--- src/hdl/sha256_pkg.sv ---
// ----------------------------------------------------------------------------
// SHA-256 package
// Shared constants, types and round functions for the byte-stream hasher.
// ----------------------------------------------------------------------------
`default_nettype none
package sha256_pkg;

  localparam int unsigned BLOCK_BYTES = 64;
  localparam int unsigned QUEUE_DEPTH = 4;
  localparam logic [7:0] PAD_BYTE = 8'h80;

  // Request from the front part: one block of sixteen words to compress.
  typedef struct packed {
    logic [511:0] block;
    logic         final_blk;
  } blk_req_t;

  typedef logic [31:0] word_t;

  function automatic logic [255:0] initial_hash();
    return {32'h6a09e667, 32'hbb67ae85, 32'h3c6ef372, 32'ha54ff53a,
            32'h510e527f, 32'h9b05688c, 32'h1f83d9ab, 32'h5be0cd19};
  endfunction

  function automatic word_t round_k(input logic [5:0] t);
    word_t k;
    case (t)
      6'd0: k = 32'h428a2f98; 6'd1: k = 32'h71374491; 6'd2: k = 32'hb5c0fbcf;
      6'd3: k = 32'he9b5dba5; 6'd4: k = 32'h3956c25b; 6'd5: k = 32'h59f111f1;
      6'd6: k = 32'h923f82a4; 6'd7: k = 32'hab1c5ed5; 6'd8: k = 32'hd807aa98;
      6'd9: k = 32'h12835b01; 6'd10: k = 32'h243185be; 6'd11: k = 32'h550c7dc3;
      6'd12: k = 32'h72be5d74; 6'd13: k = 32'h80deb1fe; 6'd14: k = 32'h9bdc06a7;
      6'd15: k = 32'hc19bf174; 6'd16: k = 32'he49b69c1; 6'd17: k = 32'hefbe4786;
      6'd18: k = 32'h0fc19dc6; 6'd19: k = 32'h240ca1cc; 6'd20: k = 32'h2de92c6f;
      6'd21: k = 32'h4a7484aa; 6'd22: k = 32'h5cb0a9dc; 6'd23: k = 32'h76f988da;
      6'd24: k = 32'h983e5152; 6'd25: k = 32'ha831c66d; 6'd26: k = 32'hb00327c8;
      6'd27: k = 32'hbf597fc7; 6'd28: k = 32'hc6e00bf3; 6'd29: k = 32'hd5a79147;
      6'd30: k = 32'h06ca6351; 6'd31: k = 32'h14292967; 6'd32: k = 32'h27b70a85;
      6'd33: k = 32'h2e1b2138; 6'd34: k = 32'h4d2c6dfc; 6'd35: k = 32'h53380d13;
      6'd36: k = 32'h650a7354; 6'd37: k = 32'h766a0abb; 6'd38: k = 32'h81c2c92e;
      6'd39: k = 32'h92722c85; 6'd40: k = 32'ha2bfe8a1; 6'd41: k = 32'ha81a664b;
      6'd42: k = 32'hc24b8b70; 6'd43: k = 32'hc76c51a3; 6'd44: k = 32'hd192e819;
      6'd45: k = 32'hd6990624; 6'd46: k = 32'hf40e3585; 6'd47: k = 32'h106aa070;
      6'd48: k = 32'h19a4c116; 6'd49: k = 32'h1e376c08; 6'd50: k = 32'h2748774c;
      6'd51: k = 32'h34b0bcb5; 6'd52: k = 32'h391c0cb3; 6'd53: k = 32'h4ed8aa4a;
      6'd54: k = 32'h5b9cca4f; 6'd55: k = 32'h682e6ff3; 6'd56: k = 32'h748f82ee;
      6'd57: k = 32'h78a5636f; 6'd58: k = 32'h84c87814; 6'd59: k = 32'h8cc70208;
      6'd60: k = 32'h90befffa; 6'd61: k = 32'ha4506ceb; 6'd62: k = 32'hbef9a3f7;
      default: k = 32'hc67178f2;
    endcase
    return k;
  endfunction

  function automatic word_t rotr(input word_t x, input int unsigned n);
    return (x >> n) | (x << (32 - n));
  endfunction

endpackage
`default_nettype wire

--- src/hdl/sha256_queue.sv ---
// ----------------------------------------------------------------------------
// SHA-256 block queue
// Short queue of block requests between the front and back parts.
// ----------------------------------------------------------------------------
`default_nettype none
module sha256_queue #(
  parameter int unsigned DEPTH = sha256_pkg::QUEUE_DEPTH
) (
  input  wire logic                 clk,
  input  wire logic                 rst_n,
  input  wire logic                 wr_valid,
  output logic                      wr_ready,
  input  wire sha256_pkg::blk_req_t wr_req,
  output logic                      rd_valid,
  input  wire logic                 rd_ready,
  output sha256_pkg::blk_req_t      rd_req
);

  localparam int unsigned AW = (DEPTH > 1) ? $clog2(DEPTH) : 1;

  sha256_pkg::blk_req_t mem_r [DEPTH];
  logic [AW-1:0] wp_r, rp_r;
  logic [AW:0]   cnt_r;
  logic do_wr, do_rd;

  assign wr_ready = (cnt_r != (AW+1)'(DEPTH));
  assign rd_valid = (cnt_r != '0);
  assign do_wr = wr_valid && wr_ready;
  assign do_rd = rd_valid && rd_ready;
  assign rd_req = mem_r[rp_r];

  always_ff @(posedge clk) begin
    if (do_wr) mem_r[wp_r] <= wr_req;
  end

  always_ff @(posedge clk) begin
    if (!rst_n) begin
      wp_r <= '0;
      rp_r <= '0;
      cnt_r <= '0;
    end else begin
      if (do_wr) wp_r <= (wp_r == AW'(DEPTH - 1)) ? '0 : wp_r + AW'(1);
      if (do_rd) rp_r <= (rp_r == AW'(DEPTH - 1)) ? '0 : rp_r + AW'(1);
      cnt_r <= cnt_r + (AW+1)'(do_wr) - (AW+1)'(do_rd);
    end
  end

endmodule
`default_nettype wire

--- config.mk ---
export PLATFORM = sky130hd
export DESIGN_NAME = sha256_queue
export DESIGN_NICKNAME = d
export VERILOG_FILES = /design/src/hdl/sha256_pkg.sv /design/src/hdl/sha256_queue.sv
export SDC_FILE = /design/constraint.sdc
export NUM_CORES = 1
export LEC_CHECK = 0
export ABC_CLOCK_PERIOD_IN_PS = 14600
export BUFFER_PORTS_ARGS = -buffer_cell sky130_fd_sc_hd__buf_2
export CELL_PAD_IN_SITES_DETAIL_PLACEMENT = 0
export CELL_PAD_IN_SITES_GLOBAL_PLACEMENT = 1
export CORE_MARGIN = 2
export CORE_UTILIZATION = 45
export DETAILED_ROUTE_END_ITERATION = 8
export GPL_ROUTABILITY_DRIVEN = 0
export PLACE_DENSITY = 0.73
export SLEW_MARGIN = 15
export SYNTH_ARGS = -nofsm -noshare
export SYNTH_HDL_FRONTEND = slang
export SYNTH_SLANG_ARGS = --single-unit
--- constraint.sdc ---
create_clock -name clk -period 14.6 [get_ports clk]
set_clock_uncertainty 0.2 [all_clocks]
set_input_delay 1.46 -clock clk [delete_from_list [all_inputs] [get_ports clk]]
set_output_delay 1.46 -clock clk [all_outputs]
set_load 0.005 [all_outputs]
### Yosys cells after proc, flatten, opt, wreduce, memory -nomap -nowiden

Memory sizes are Yosys's and may differ from the RTL's. A register that Yosys moved wholly into a read port is not among the register bits.
Index checks and enable logic that the tools add are counted.
Widths: inputs -> output; s select.

| storage, ports and cells | value |
|---|---|
| bits in registers | 7 |
| latch bits | 0 |
| bits in writable memories | 2052 |
| bits in read-only memories | 0 |
| bits of input ports | 517 |
| memories | 1 |

Memory list:

| name | words | bits a word | rd ports | clocked after Yosys merged registers in | write ports | line | source |
|---|---|---|---|---|---|---|---|
| mem_r | 4 | 513 | 1 | 1 | 1 | sha256_queue.sv:21 | `sha256_pkg::blk_req_t mem_r [DEPTH];` |

| cells by class | value |
|---|---|
| add/sub/neg operators | 4 |
| $mul | 0 |
| divide/modulo/power cells | 0 |
| order comparisons | 0 |
| equality and inequality tests | 3 |
| shift operators | 0 |
| muxes and demuxes | 6 |
| bitwise operators | 0 |
| reductions and logical operators | 3 |

Operators with widths:

| operator | number |
|---|---|
| $mux 2 | 4 |
| $add 2x1->2 const B | 2 |
| $eq 2x2->1 const B | 2 |
| $add 3x1->3 | 1 |
| $ne 3x3->1 const B | 1 |
| $reduce_bool 3->1 | 1 |
| $sub 3x1->3 | 1 |
| $logic_and 1x1->1 | 2 |
| $mux 1 | 2 |

### Depth between registers and ports, before layout

| logic depth | value |
|---|---|
| depth in word-level cells | 4 |
| depth in mapped cells | 12 |
| gate-level depth less buffers | 11 |

### Worst setup path after synthesis

Ideal clock, no wire load.

| path | value |
|---|---|
| kind | in2reg |
| start | input wr_valid |
| end | memory mem_r[0][0] (netlist name) (enable) |
| arrival | 13084 ps |
| data required time | 13450 ps |
| path slack | 366 ps |
| cell stages on the path | 1 |
| cell sequence | and3_1 |

| on the way | value |
|---|---|
| cells in the longest elaborated chain, start to end | 3 |

Ends and longest elaborated chain:

| item | line | source |
|---|---|---|
| from (decl) | sha256_queue.sv:11 | `input wire logic wr_valid,` |
| $logic_and 1x1->1 | sha256_queue.sv:28 | `assign do_wr = wr_valid && wr_ready;` |
| $mux 1 | sha256_queue.sv:33 | `if (do_wr) mem_r[wp_r] <= wr_req;` |
| $mux 1 (implied by the code) | sha256_queue.sv:33 |  |
| to (decl) | sha256_queue.sv:21 |  |

Every way passes these cells.

==> qor.yml <==
place_area_mm2: 0.0820
hold_depth: 2
ys_seq_area_share_pct: 82.9
synth.cell_area_mm2: 0.0745
critPathMaxFanout: 100
ys_warn_count: 0
drive_gt1_share_pct: 45.7
r2r_slack_ns: 10.13
timing.fmax_mhz: 148
min_period_over_period_pct: 46.2
ys_top_cells_by_area: "edfxtp_1 83%, mux4_2 15%, buf_6 0.80%"
vias: 33900
hold_start: "rp_r[1]"
report.final.slew_viol_count: 0
final_area_mm2: 0.0884
maxCapViolCount: 0
worstSetupEndpointType: "primary output"
rsz0062_at_grt: "no"
numCtsBuffers: 202
wl_per_cell_um: 26.3
dieWidth_um: 411
synth_top_cell_area_share_pct: 82.7
grt_max_degree: 148
p_leak_nw: 29.0
clk_path_buf_depth: 3
initial_core_util_pct: 45.2
arrival_ns: 5.09
ant_nets: 0
die_h_um: 411
power_density_mw_per_mm2: 173
syn_nets: 3256
synthDistinctLibCells: 26
hpwl_um: 104000
finalSetupViolCount: 0
fin_hold_ws_ns: 0.311
synthCells: 2731
antenna_found_initial: 123
avgViaCountPerCell: 5.41
dr.pass1.iters: 7
layout_min_cycle_time_ns: 6.75
ios: 1032
num-fill-cells: 12500
drc: 0
relSlewSlack_pct: 24.5
finalSetupTns_ns: 0
crit_required_ns: 12.94
fin_nets: 4409
grt_pass1_vias: 34800
yosysTopAreaCell: "edfxtp_1"
holdBufCountCts: 0
die_area_mm2: 0.169
drtIter0Drc: 2669
cts_tree: "done"
area_delta_synth_final_pct: 18.5
regToRegEndpoint: "mem_r[3][262]"
hold_class: "flop to flop"
clock-root-buffer: "clkbuf_16"
grt_overflow_total: 0
r2r_cells: 5
core-area_mm2: 0.165
worst-setup-path-type: "flop to primary output"
grt_pass1_wl_um: 236000
port_buffers: 1031
r2r_start: "cnt_r[1]"
rows: 149
clock-sinks: 2061
ir_drop_uv: 142
hold_violations: 0
drt_wl_total_um: 165000
startpoint_type: "flop"
post_cts_resized: 0
clkSlewWorstSetupHoldPaths_ns: 0.06
ys_seq_elements: 2061
worst_slack_ns: 7.85
grt.total_usage_pct: 19.2
worst_pin_slew_ns: 1.13
worstSkewPairLatency_ns: 0.81
h-tree-depth: 4
pre_cts_slack_ns: 8.58
synth.avg_cell_area_um2: 27.3
status: "completed"
cts_setup_buffers: 0
registers in the layout, summed over array words and instances (netlist names), named ones only:
name   flops
mem_r   2052
rp_r       2
cnt_r      3
wp_r       2
final cells by class:
| cell class | count | area [µm²] | share of cell area, % |
|---|---|---|---|
| diodes | 49 | 123 | 0.139 |
| clock buffers | 250 | 5300 | 6.00 |
| clock inverters | 106 | 932 | 1.05 |
| inverters | 6 | 22.5 | 0.0255 |
| multi-input cells | 548 | 11800 | 13.4 |
| flip-flops and latches | 2061 | 61800 | 69.9 |
| well taps | 2189 | 2740 | 3.10 |
| repair buffers | 1065 | 5600 | 6.34 |
worst max-delay path, cell delays in order, from the launching register on:
cell and delay, ns:
dfxtp_4 0.97, buf_4 0.80, buf_12 0.53, buf_12 0.62, mux4_2 0.61, buf_2 0.17
routing by layer:
layer / track usage [%] / vias up / part of all wire, %
met5: 0 / - / 0.38
met4: 7.33 / 96 / 3.3
met3: 8.13 / 404 / 10
met2: 30.9 / 1271 / 50
met1: 23.0 / 17800 / 36
li1: - / 14300 / -
through the flow:
stage | total power [mW] | cells | utilization [%]
2_1_floorplan | 9.55 | 2731 | -
3_3_place_gp | 10.5 | 5869 | 49.8
3_5_place_dp | 10.6 | 5869 | 49.8
4_1_cts | 15.5 | 6225 | 53.5
5_1_grt | 15.9 | 6253 | 53.6
6_report | 15.3 | 6274 | 53.6
Yosys cell counts:
master    instances
edfxtp_1       2052
mux4_2          513
buf_2            53
buf_6            53
dfxtp_1           9
clkbuf_1          7
ha_1              7
inv_1             6
nand2_1           5
and3_1            4
and2_1            2
buf_1             2
nand3_1           2
nor2_1            2
o21ai_0           2
xnor2_1           2
and2_4            1
clkbuf_2          1
fa_1              1
mux2i_1           1
nand4_1           1
nor2b_1           1
o21ai_1           1
o31ai_1           1
or3_1             1
or3b_1            1
where the power goes:
part	internal [mW]	switching, mW
Combinational	1.42	1.62
Sequential	7.17	0.150
Clock	2.78	2.10
cells in the final DEF, fill, tap and decap left out, types with 3 or more instances in the layout:
cell type,n
ha_1,7
clkinv_8,4
clkbuf_1,45
buf_4,19
clkinvlp_4,4
inv_1,6
bufinv_16,12
dfxtp_1,7
nand2_1,5
diode_2,49
clkinv_1,51
clkbuf_16,205
and3_4,4
mux4_2,513
edfxtp_1,2052
inv_16,3
buf_2,1031
buf_12,15
clkinv_2,26
logic make-up (layout without fill, tap and decap cells):
logic type | count (synthesis) | count (layout) | share of synthesized area [%]
other cells | 0 | 49 | 0
buf+inv | 122 | 1427 | 1.24
mux | 514 | 514 | 15.5
fa+ha+maj | 8 | 8 | 0.144
compound gates | 4 | 4 | 0.0302
xor+xnor | 2 | 2 | 0.0235
flops | 2061 | 2061 | 82.9
simple gates | 20 | 20 | 0.148
how the worst max path moves through the flow:
stage                       end  slack (ns)  cells after the start
detailed placement  rd_req[430]        8.58                      5
floorplan           mem_r[0][0]        0.37                      1
global route        rd_req[145]        7.38                      5
CTS                 rd_req[430]        7.67                      5
finish              rd_req[252]        7.85                      5
global placement    rd_req[430]        8.55                      5
No activity file was read; power rests on OpenSTA's default activity.
