--- src/hdl/sha256_pkg.sv ---
// ----------------------------------------------------------------------------
// SHA-256 package
// Shared constants, types and round functions for the byte-stream hasher.
// ----------------------------------------------------------------------------
`default_nettype none
package sha256_pkg;

  localparam int unsigned BLOCK_BYTES = 64;
  localparam int unsigned QUEUE_DEPTH = 4;
  localparam logic [7:0] PAD_BYTE = 8'h80;

  // Request from the front part: one block of sixteen words to compress.
  typedef struct packed {
    logic [511:0] block;
    logic         final_blk;
  } blk_req_t;

  typedef logic [31:0] word_t;

  function automatic logic [255:0] initial_hash();
    return {32'h6a09e667, 32'hbb67ae85, 32'h3c6ef372, 32'ha54ff53a,
            32'h510e527f, 32'h9b05688c, 32'h1f83d9ab, 32'h5be0cd19};
  endfunction

  function automatic word_t round_k(input logic [5:0] t);
    word_t k;
    case (t)
      6'd0: k = 32'h428a2f98; 6'd1: k = 32'h71374491; 6'd2: k = 32'hb5c0fbcf;
      6'd3: k = 32'he9b5dba5; 6'd4: k = 32'h3956c25b; 6'd5: k = 32'h59f111f1;
      6'd6: k = 32'h923f82a4; 6'd7: k = 32'hab1c5ed5; 6'd8: k = 32'hd807aa98;
      6'd9: k = 32'h12835b01; 6'd10: k = 32'h243185be; 6'd11: k = 32'h550c7dc3;
      6'd12: k = 32'h72be5d74; 6'd13: k = 32'h80deb1fe; 6'd14: k = 32'h9bdc06a7;
      6'd15: k = 32'hc19bf174; 6'd16: k = 32'he49b69c1; 6'd17: k = 32'hefbe4786;
      6'd18: k = 32'h0fc19dc6; 6'd19: k = 32'h240ca1cc; 6'd20: k = 32'h2de92c6f;
      6'd21: k = 32'h4a7484aa; 6'd22: k = 32'h5cb0a9dc; 6'd23: k = 32'h76f988da;
      6'd24: k = 32'h983e5152; 6'd25: k = 32'ha831c66d; 6'd26: k = 32'hb00327c8;
      6'd27: k = 32'hbf597fc7; 6'd28: k = 32'hc6e00bf3; 6'd29: k = 32'hd5a79147;
      6'd30: k = 32'h06ca6351; 6'd31: k = 32'h14292967; 6'd32: k = 32'h27b70a85;
      6'd33: k = 32'h2e1b2138; 6'd34: k = 32'h4d2c6dfc; 6'd35: k = 32'h53380d13;
      6'd36: k = 32'h650a7354; 6'd37: k = 32'h766a0abb; 6'd38: k = 32'h81c2c92e;
      6'd39: k = 32'h92722c85; 6'd40: k = 32'ha2bfe8a1; 6'd41: k = 32'ha81a664b;
      6'd42: k = 32'hc24b8b70; 6'd43: k = 32'hc76c51a3; 6'd44: k = 32'hd192e819;
      6'd45: k = 32'hd6990624; 6'd46: k = 32'hf40e3585; 6'd47: k = 32'h106aa070;
      6'd48: k = 32'h19a4c116; 6'd49: k = 32'h1e376c08; 6'd50: k = 32'h2748774c;
      6'd51: k = 32'h34b0bcb5; 6'd52: k = 32'h391c0cb3; 6'd53: k = 32'h4ed8aa4a;
      6'd54: k = 32'h5b9cca4f; 6'd55: k = 32'h682e6ff3; 6'd56: k = 32'h748f82ee;
      6'd57: k = 32'h78a5636f; 6'd58: k = 32'h84c87814; 6'd59: k = 32'h8cc70208;
      6'd60: k = 32'h90befffa; 6'd61: k = 32'ha4506ceb; 6'd62: k = 32'hbef9a3f7;
      default: k = 32'hc67178f2;
    endcase
    return k;
  endfunction

  function automatic word_t rotr(input word_t x, input int unsigned n);
    return (x >> n) | (x << (32 - n));
  endfunction

endpackage
`default_nettype wire

--- src/hdl/sha256_front.sv ---
// ----------------------------------------------------------------------------
// SHA-256 front part
// Packs bytes into blocks, counts bits and appends padding and length.
// ----------------------------------------------------------------------------
`default_nettype none
module sha256_front (
  input  wire logic                  clk,
  input  wire logic                  rst_n,
  input  wire logic                  in_valid,
  output logic                       in_ready,
  input  wire logic [7:0]            data_byte,
  input  wire logic                  last_byte,
  output logic                       blk_valid,
  input  wire logic                  blk_ready,
  output sha256_pkg::blk_req_t       blk_req
);

  localparam logic [1:0] ST_FILL = 2'd0;
  localparam logic [1:0] ST_PAD  = 2'd1;
  localparam logic [1:0] ST_LEN  = 2'd2;

  logic [1:0]   state_r, state_nxt;
  logic [511:0] buf_r, buf_nxt;
  logic [5:0]   fill_r, fill_nxt;
  logic [63:0]  bits_r, bits_nxt;
  logic         out_v_r, out_v_nxt;
  sha256_pkg::blk_req_t req_r, req_nxt;

  // The output slot is free when empty or being taken.
  logic slot_free;
  assign slot_free = !out_v_r || blk_ready;
  assign in_ready  = (state_r == ST_FILL) && slot_free;
  assign blk_valid = out_v_r;
  assign blk_req   = req_r;

  always_comb begin
    logic [511:0] b;
    logic [6:0]   f;
    state_nxt = state_r;
    buf_nxt   = buf_r;
    fill_nxt  = fill_r;
    bits_nxt  = bits_r;
    out_v_nxt = out_v_r && !blk_ready;
    req_nxt   = req_r;
    b = buf_r;
    f = '0;
    unique case (state_r)
      ST_FILL: begin
        if (in_valid && in_ready) begin
          b[511 - 8*fill_r -: 8] = data_byte;
          bits_nxt = bits_r + 64'd8;
          if (fill_r == 6'd63) begin
            req_nxt   = '{block: b, final_blk: 1'b0};
            out_v_nxt = 1'b1;
            fill_nxt  = 6'd0;
            state_nxt = last_byte ? ST_PAD : ST_FILL;
            buf_nxt   = b;
          end else if (last_byte) begin
            f = {1'b0, fill_r} + 7'd1;
            b[511 - 8*f[5:0] -: 8] = sha256_pkg::PAD_BYTE;
            for (int i = 0; i < 64; i++) begin
              if (i > int'(f)) b[511 - 8*i -: 8] = 8'h00;
            end
            if (f > 7'd55) begin
              req_nxt   = '{block: b, final_blk: 1'b0};
              out_v_nxt = 1'b1;
              state_nxt = ST_LEN;
            end else begin
              b[63:0]   = bits_nxt;
              req_nxt   = '{block: b, final_blk: 1'b1};
              out_v_nxt = 1'b1;
              bits_nxt  = 64'd0;
            end
            fill_nxt = 6'd0;
          end else begin
            buf_nxt  = b;
            fill_nxt = fill_r + 6'd1;
          end
        end
      end
      ST_PAD: begin
        if (slot_free) begin
          req_nxt   = '{block: {sha256_pkg::PAD_BYTE, 440'd0, bits_r}, final_blk: 1'b1};
          out_v_nxt = 1'b1;
          bits_nxt  = 64'd0;
          state_nxt = ST_FILL;
        end
      end
      ST_LEN: begin
        if (slot_free) begin
          req_nxt   = '{block: {448'd0, bits_r}, final_blk: 1'b1};
          out_v_nxt = 1'b1;
          bits_nxt  = 64'd0;
          state_nxt = ST_FILL;
        end
      end
      default: state_nxt = ST_FILL;
    endcase
  end

  always_ff @(posedge clk) begin
    if (!rst_n) begin
      state_r <= ST_FILL;
      fill_r  <= '0;
      bits_r  <= '0;
      out_v_r <= 1'b0;
    end else begin
      state_r <= state_nxt;
      fill_r  <= fill_nxt;
      bits_r  <= bits_nxt;
      out_v_r <= out_v_nxt;
    end
    buf_r <= buf_nxt;
    req_r <= req_nxt;
  end

endmodule
`default_nettype wire

--- config.mk ---
export PLATFORM = sky130hd
export DESIGN_NAME = sha256_front
export DESIGN_NICKNAME = d
export VERILOG_FILES = /design/src/hdl/sha256_pkg.sv /design/src/hdl/sha256_front.sv
export SDC_FILE = /design/constraint.sdc
export NUM_CORES = 2
export LEC_CHECK = 0
export BUFFER_PORTS_ARGS = -buffer_cell sky130_fd_sc_hd__buf_2
export CORE_ASPECT_RATIO = 0.7
export CORE_MARGIN = 5
export CORE_UTILIZATION = 32
export CTS_CLUSTER_SIZE = 25
export DETAILED_ROUTE_END_ITERATION = 8
export GPL_ROUTABILITY_DRIVEN = 0
export PLACE_DENSITY = 0.45
export SKIP_LAST_GASP = 1
export SLEW_MARGIN = 5
export SYNTH_ARGS = -nofsm -noshare
export SYNTH_HDL_FRONTEND = slang
export SYNTH_SLANG_ARGS = --single-unit
--- constraint.sdc ---
create_clock -name clk -period 57.4 [get_ports clk]
set_clock_uncertainty 0.05 [all_clocks]
set_input_delay 11.48 -clock clk [delete_from_list [all_inputs] [get_ports clk]]
set_output_delay 11.48 -clock clk [all_outputs]
set_load 0.02 [all_outputs]
# After elaboration in Yosys (flattened, before gate mapping)
# Cells that the tools add are included.
# classes
n_addsub,7
magnitude_cmp,64
eq_ne,10
n_shift,4
muxes,94
reduce_logical,15
# op_table
operator,n
513-bit two-way mux,5
513-bit case mux with 3 select lines,1
8-bit by 34-bit variable shift with 519-bit output (first input constant),2
512-bit bitwise mux,2
512-bit two-way mux,2
8-bit by 34-bit indexed part select with 519-bit output,1
8-bit by 34-bit indexed part select with 519-bit output (first input constant),1
8-bit two-way mux,63
64-bit two-way mux,5
6-bit by 7-bit greater-than comparator with 1-bit output (first input constant),32
64-bit case mux with 2 select lines,1
5-bit by 7-bit greater-than comparator with 1-bit output (first input constant),16
32-bit negator with 34-bit output,2
65-bit two-way mux,1
64-bit by 4-bit adder with 64-bit output (second input constant),1
4-bit by 7-bit greater-than comparator with 1-bit output (first input constant),8
3-bit by 7-bit greater-than comparator with 1-bit output (first input constant),4
9-bit by 9-bit subtractor with 10-bit output (first input constant),2
2-bit by 7-bit greater-than comparator with 1-bit output (first input constant),2
6-bit two-way mux,2
2-bit two-way mux,5
6-bit by 1-bit adder with 7-bit output (second input constant),1
1-bit by 7-bit greater-than comparator with 1-bit output (first input constant),1
7-bit by 6-bit greater-than comparator with 1-bit output (second input constant),1
other kinds (22),33
# word_totals
reg_bits,1098
inputBits,13
out_inout_bits,515
wordCells,201

# Logic depth before layout (Yosys ltp)
# logic_depth
depth_word,11
depth_mapped,14
ltp_nobuf,8

# Worst setup path after synthesis
# OpenSTA, ideal clock, no wires.
# synth_path
path_kind,input-to-reg
startpoint,input blk_ready
endpoint,"register req_r, in the netlist blk_req[0] (enable)"
setup_ns,2.136
t_arrival_ns,48.671
required_ns,55.214
slack_ns,6.543
stages,2
path_buffers,0
path_cell_list,nor2b_1 -> o31ai_1
# synth_via
elab_chain_cells,5
elab_cells_between_ends,7
classes_between,eq/ne: 3; reduce/logical: 4
# synth_lines
element,line_no,source
from (decl),sha256_front.sv:14,"input wire logic blk_ready,"
1-bit logical OR (*),sha256_front.sv:31,assign slot_free = !out_v_r || blk_ready;
1-bit logical AND,sha256_front.sv:32,assign in_ready = (state_r == ST_FILL) && slot_free;
1-bit logical AND,sha256_front.sv:49,if (in_valid && in_ready) begin
2-bit by 1-bit != test with 1-bit output (no line),-,
5-bit AND reduction (no line) (*),-,
to (signal assigned),sha256_front.sv:114,req_r <= req_nxt;
to (decl),sha256_front.sv:27,"sha256_pkg::blk_req_t req_r, req_nxt;"
# Every way passes the cells marked *; elsewhere a longest branch is shown, timed or not.
# A chain may end at the register's enable or synchronous reset.

# Final worst setup path
# layout_path
startpoint,input blk_ready
endpoint,output in_ready
# layout_via
elab_chain_cells,2
# layout_lines
element,line_no,source
1-bit logical OR,sha256_front.sv:31,
1-bit logical AND,sha256_front.sv:32,
to (decl),sha256_front.sv:10,"output logic in_ready,"
# Every way passes these cells.

==> results.tsv <==
stage	metric	value	unit
synth	Synth Register Bits	1095	
worst_setup_path	worst path cell trace	buf_2, nand2b_1, and2_1, buf_2	
drt	drt pass-1 iters	5	
placement	# port buffers	527	
clock_tree	clock slew at reported path FFs	60	ps
timing	Slew @ Worst Pin	1560	ps
synth	sequential area share after synthesis	0.660	
synth	XOR/XNOR Fraction of Synth Area	0.00198	
pwr	Peak supply drop	0.0300	mV
timing	Fin Setup TNS	0	ps
grt	grt ovf	0	
clock_tree	setup repair bufs after CTS	0	
timing	final number of hold-violating endpoints	0	
drt	post-route ant nets	0	
die	Die W	476	µm
pwr	Static Leak	20.3	nW
drt	Initial DRC Count	3533	
clock_tree	CTS root buf	clkbuf_16	
clock_tree	hold buffer count at cts	0	
worst_setup_path	crit end category	output pin	
synth	Post-synth EDFFs	1025	
worst_setup_path	r2r endpoint	buf_r[174]$_DFFE_PP_	
worst_setup_path	Reg2Reg Setup Slack	52290	ps
worst_setup_path	FF-to-FF Start	fill_r[1]$_SDFFE_PN0P_	
finish	flip-flop and latch area	32200	µm²
timing	fmax	0.0420	GHz
synth	syn_nets	4095	
grt	first-pass GRT wire length	252000	µm
grt	gr usage total	0.215	
timing	period utilization	0.414	
finish	FILL cells	14900	
clock_tree	H-tree lvl count	3	
worst_setup_path	critical path's largest stage delay	280	ps
die	Die Span Y	337	µm
synth	ranking of synthesized cells by area	edfxtp_1 (63%), nand2_1 (5.1%), nor2b_1 (4.7%), o21ai_0 (4.2%), dfxtp_1 (2.9%)	
timing	Setup-failing EPs final	0	
synth	Synth Instances	4070	
synth	fraction of the mapped netlist area in simple logic gates	0.169	
grt	initial antenna violation count	11	
die	Initial Util	0.323	
finish	area growth from synthesis to layout	17.6	%
timing	unrepaired setup endpoints after global routing	no	
synth	post-synthesis cell area	48700	µm²
die	Die Area	160000	µm²
clock_tree	post-CTS sizing	0	
worst_setup_path	Startpoint Class	input pin	
synth	largest family of logic cells by synthesized area	simple AND/OR/NAND/NOR gates	
worst_setup_path	WP buf/inv	2	
synth	Synthesis Warnings	0	
finish	Layout Cells excl Fill	6626	
finish	final instance area	57300	µm²
clock_tree	CTS tree	done	
drt	DRC	0	
flow_run	max-cap viol count	1	
drt	DRT Wirelength	181000	µm
timing	fin worst setup slack	33610	ps
timing	Hold WS	449	ps
status	status	complete, but fails checks	
worst_setup_path	Top cell by count, worst path	buf_2	
finish	multi-input logic area	15400	µm²
synth	Synth Flop Type	edfxtp_1	
finish	post-layout net count	4554	
worst_setup_path	reg2reg path depth	6	
timing	fin crit period	23790	ps
drt	Vias	35000	
clock_tree	clk_lat worst skew	780	ps
placement	DP Cell Count	6408	
drt	vias per cell	5.29	
status	violated checks	max-capacitance violations, max-slew violations	
synth	adder-cell share of the synthesized area	0.00308	
drt	DR WL/cell	27.2	µm
worst_setup_path	critical path launch point	blk_ready	
die	# IOs	528	
synth	Async SR Flop Fraction	0	
synth	post-synthesis average cell area	12.0	µm²
finish	share of post-route cells with drive strength above 1	0.205	
pwr	PwrDens	31.3	nW/µm²
timing	Final Slew Violations	4	
grt	largest net degree at the start of global routing	157	
timing	Slew HR	-0.0516	
synth	dominant cell type by area after synthesis	edfxtp_1	
placement	Placed Area	53400	µm²
worst_setup_path	slowest CP cell	nand2b_1	
min_path	worst hold start	bits_r[63]$_SDFFE_PN0P_	
worst_setup_path	Req. time, crit path	45870	ps
min_path	Worst Hold Depth	1	
clock_tree	CTS max path bufs	3	
worst_setup_path	WP data arrival	12260	ps
min_path	WHS Endpoint	bits_r[63]$_SDFFE_PN0P_	
min_path	worst hold-check path type	flop to flop	
synth	mux cell area share after synthesis	0.0287	
die	Std-Cell Rows	119	
worst_setup_path	Top delay family on crit path	simple AND/OR/NAND/NOR gates	
placement	Place WS	33610	ps
grt	vias in the first global route	33600	
synth	Compound-Gate Fraction of Synth Area	0.110	
synth	share of the synthesized area in the top cell type	0.631	
clock_tree	clk sink count	1095	
placement	hpwl dp	128000	µm
worst_setup_path	Max Fanout on Critical Path	6	
clock_tree	TritonCTS Buffers	115	
worst_setup_path	Crit Path Class	input pin to output pin	
die	core area	151000	µm²
synth	synth unique cells	95	
-- synth_stat cells, drive strengths merged, types with 14 or more instances --
cell type,count
a211oi,21
a21o,15
a21oi,127
a221o,15
a311oi,41
a31oi,15
and2,39
and3,68
and4,17
buf,78
clkbuf,176
dfxtp,70
edfxtp,1025
inv,50
mux2,118
nand2,658
nand2b,16
nand3,131
nand4,38
nor2,170
nor2b,368
nor3,58
nor3b,16
nor4,33
o211ai,14
o21a,19
o21ai,441
o31ai,61
-- layout make-up --
class | count | share of cell area
clock inverter | 79 | 0.0156
timing repair buffer | 596 | 0.0555
clock buffer | 137 | 0.0524
sequential | 1095 | 0.562
tap | 1996 | 0.0436
antenna | 2 | 0.0000873
multi-input combinational | 2671 | 0.268
inverter | 50 | 0.00327
-- registers in the layout, indices dropped and copies added, names as in the netlist --
name / cells
state_r: 2
fill_r: 6
blk_req: 513
blk_valid: 1
bits_r: 61
buf_r: 512
-- per-stage QoR --
step	power, W	utilization
floorplan	0.00102	-
global placement	0.00102	0.354
detailed placement	0.00103	0.354
CTS	0.00182	0.380
global route	0.00186	0.380
finish	0.00180	0.380
-- layer usage --
layer | share of wire | vias up | global-route usage
met1 | 0.46 | 17600 | 0.311
li1 | - | 16000 | -
met4 | 0.025 | 0 | 0.0525
met3 | 0.072 | 210 | 0.0451
met5 | 0 | - | 0
met2 | 0.44 | 1279 | 0.332
-- worst register-to-register path: stages, from the launching register on --
cell and delay (ps):
dfxtp_1 850, ha_1 690, nand2_2 160, a21oi_4 250, buf_12 650, buf_4 1020, buf_4 1010
-- cells by family after synthesis --
group                      Yosys count
muxes                              125
xor gates and xnor gates            11
and+or+nand+nor                   1648
adders and majority gates           12
DFF                               1095
AOI/OAI and AO/OA                  875
buffers and inverters              304
-- placed cells by master, fill, tap and decap left out, types with 17 or more instances in the layout --
cell type / netlist / layout
a311oi_1: 41 / 41
nor2b_1: 368 / 365
buf_4: 7 / 67
nand3_1: 127 / 127
clkbuf_1: 174 / 20
clkbuf_16: 0 / 117
o21a_1: 19 / 18
nor4_1: 28 / 28
nand2_1: 657 / 657
nand4_1: 37 / 37
and2_1: 38 / 38
clkinv_2: 0 / 21
mux2_2: 118 / 118
dfxtp_1: 70 / 68
a211oi_1: 20 / 18
o21ai_1: 31 / 31
buf_2: 50 / 527
and3_1: 68 / 68
inv_1: 49 / 48
a21oi_1: 127 / 125
o21ai_0: 408 / 407
nor2_1: 167 / 165
o31ai_1: 60 / 58
nor3_1: 54 / 54
clkinv_1: 0 / 26
bufinv_16: 0 / 17
edfxtp_1: 1025 / 1025
-- worst max path at each step --
stage                                 to  slack [ps]  depth (start not counted)
finish                          in_ready       33610                          4
global route                    in_ready       33600                          4
CTS                             in_ready       33600                          4
detailed placement              in_ready       33610                          4
global placement                in_ready       33580                          4
floorplan           blk_req[0]$_DFFE_PP_        6540                          2
-- report_power, final --
part	internal [W]	total [W]	switching [W]
sequential	0.000900	0.000909	0.00000910
clock	0.000451	0.000790	0.000339
combinational	0.0000223	0.0000978	0.0000755
total	0.00137	0.00180	0.000424
No activity file was read; power rests on OpenSTA's default activity.
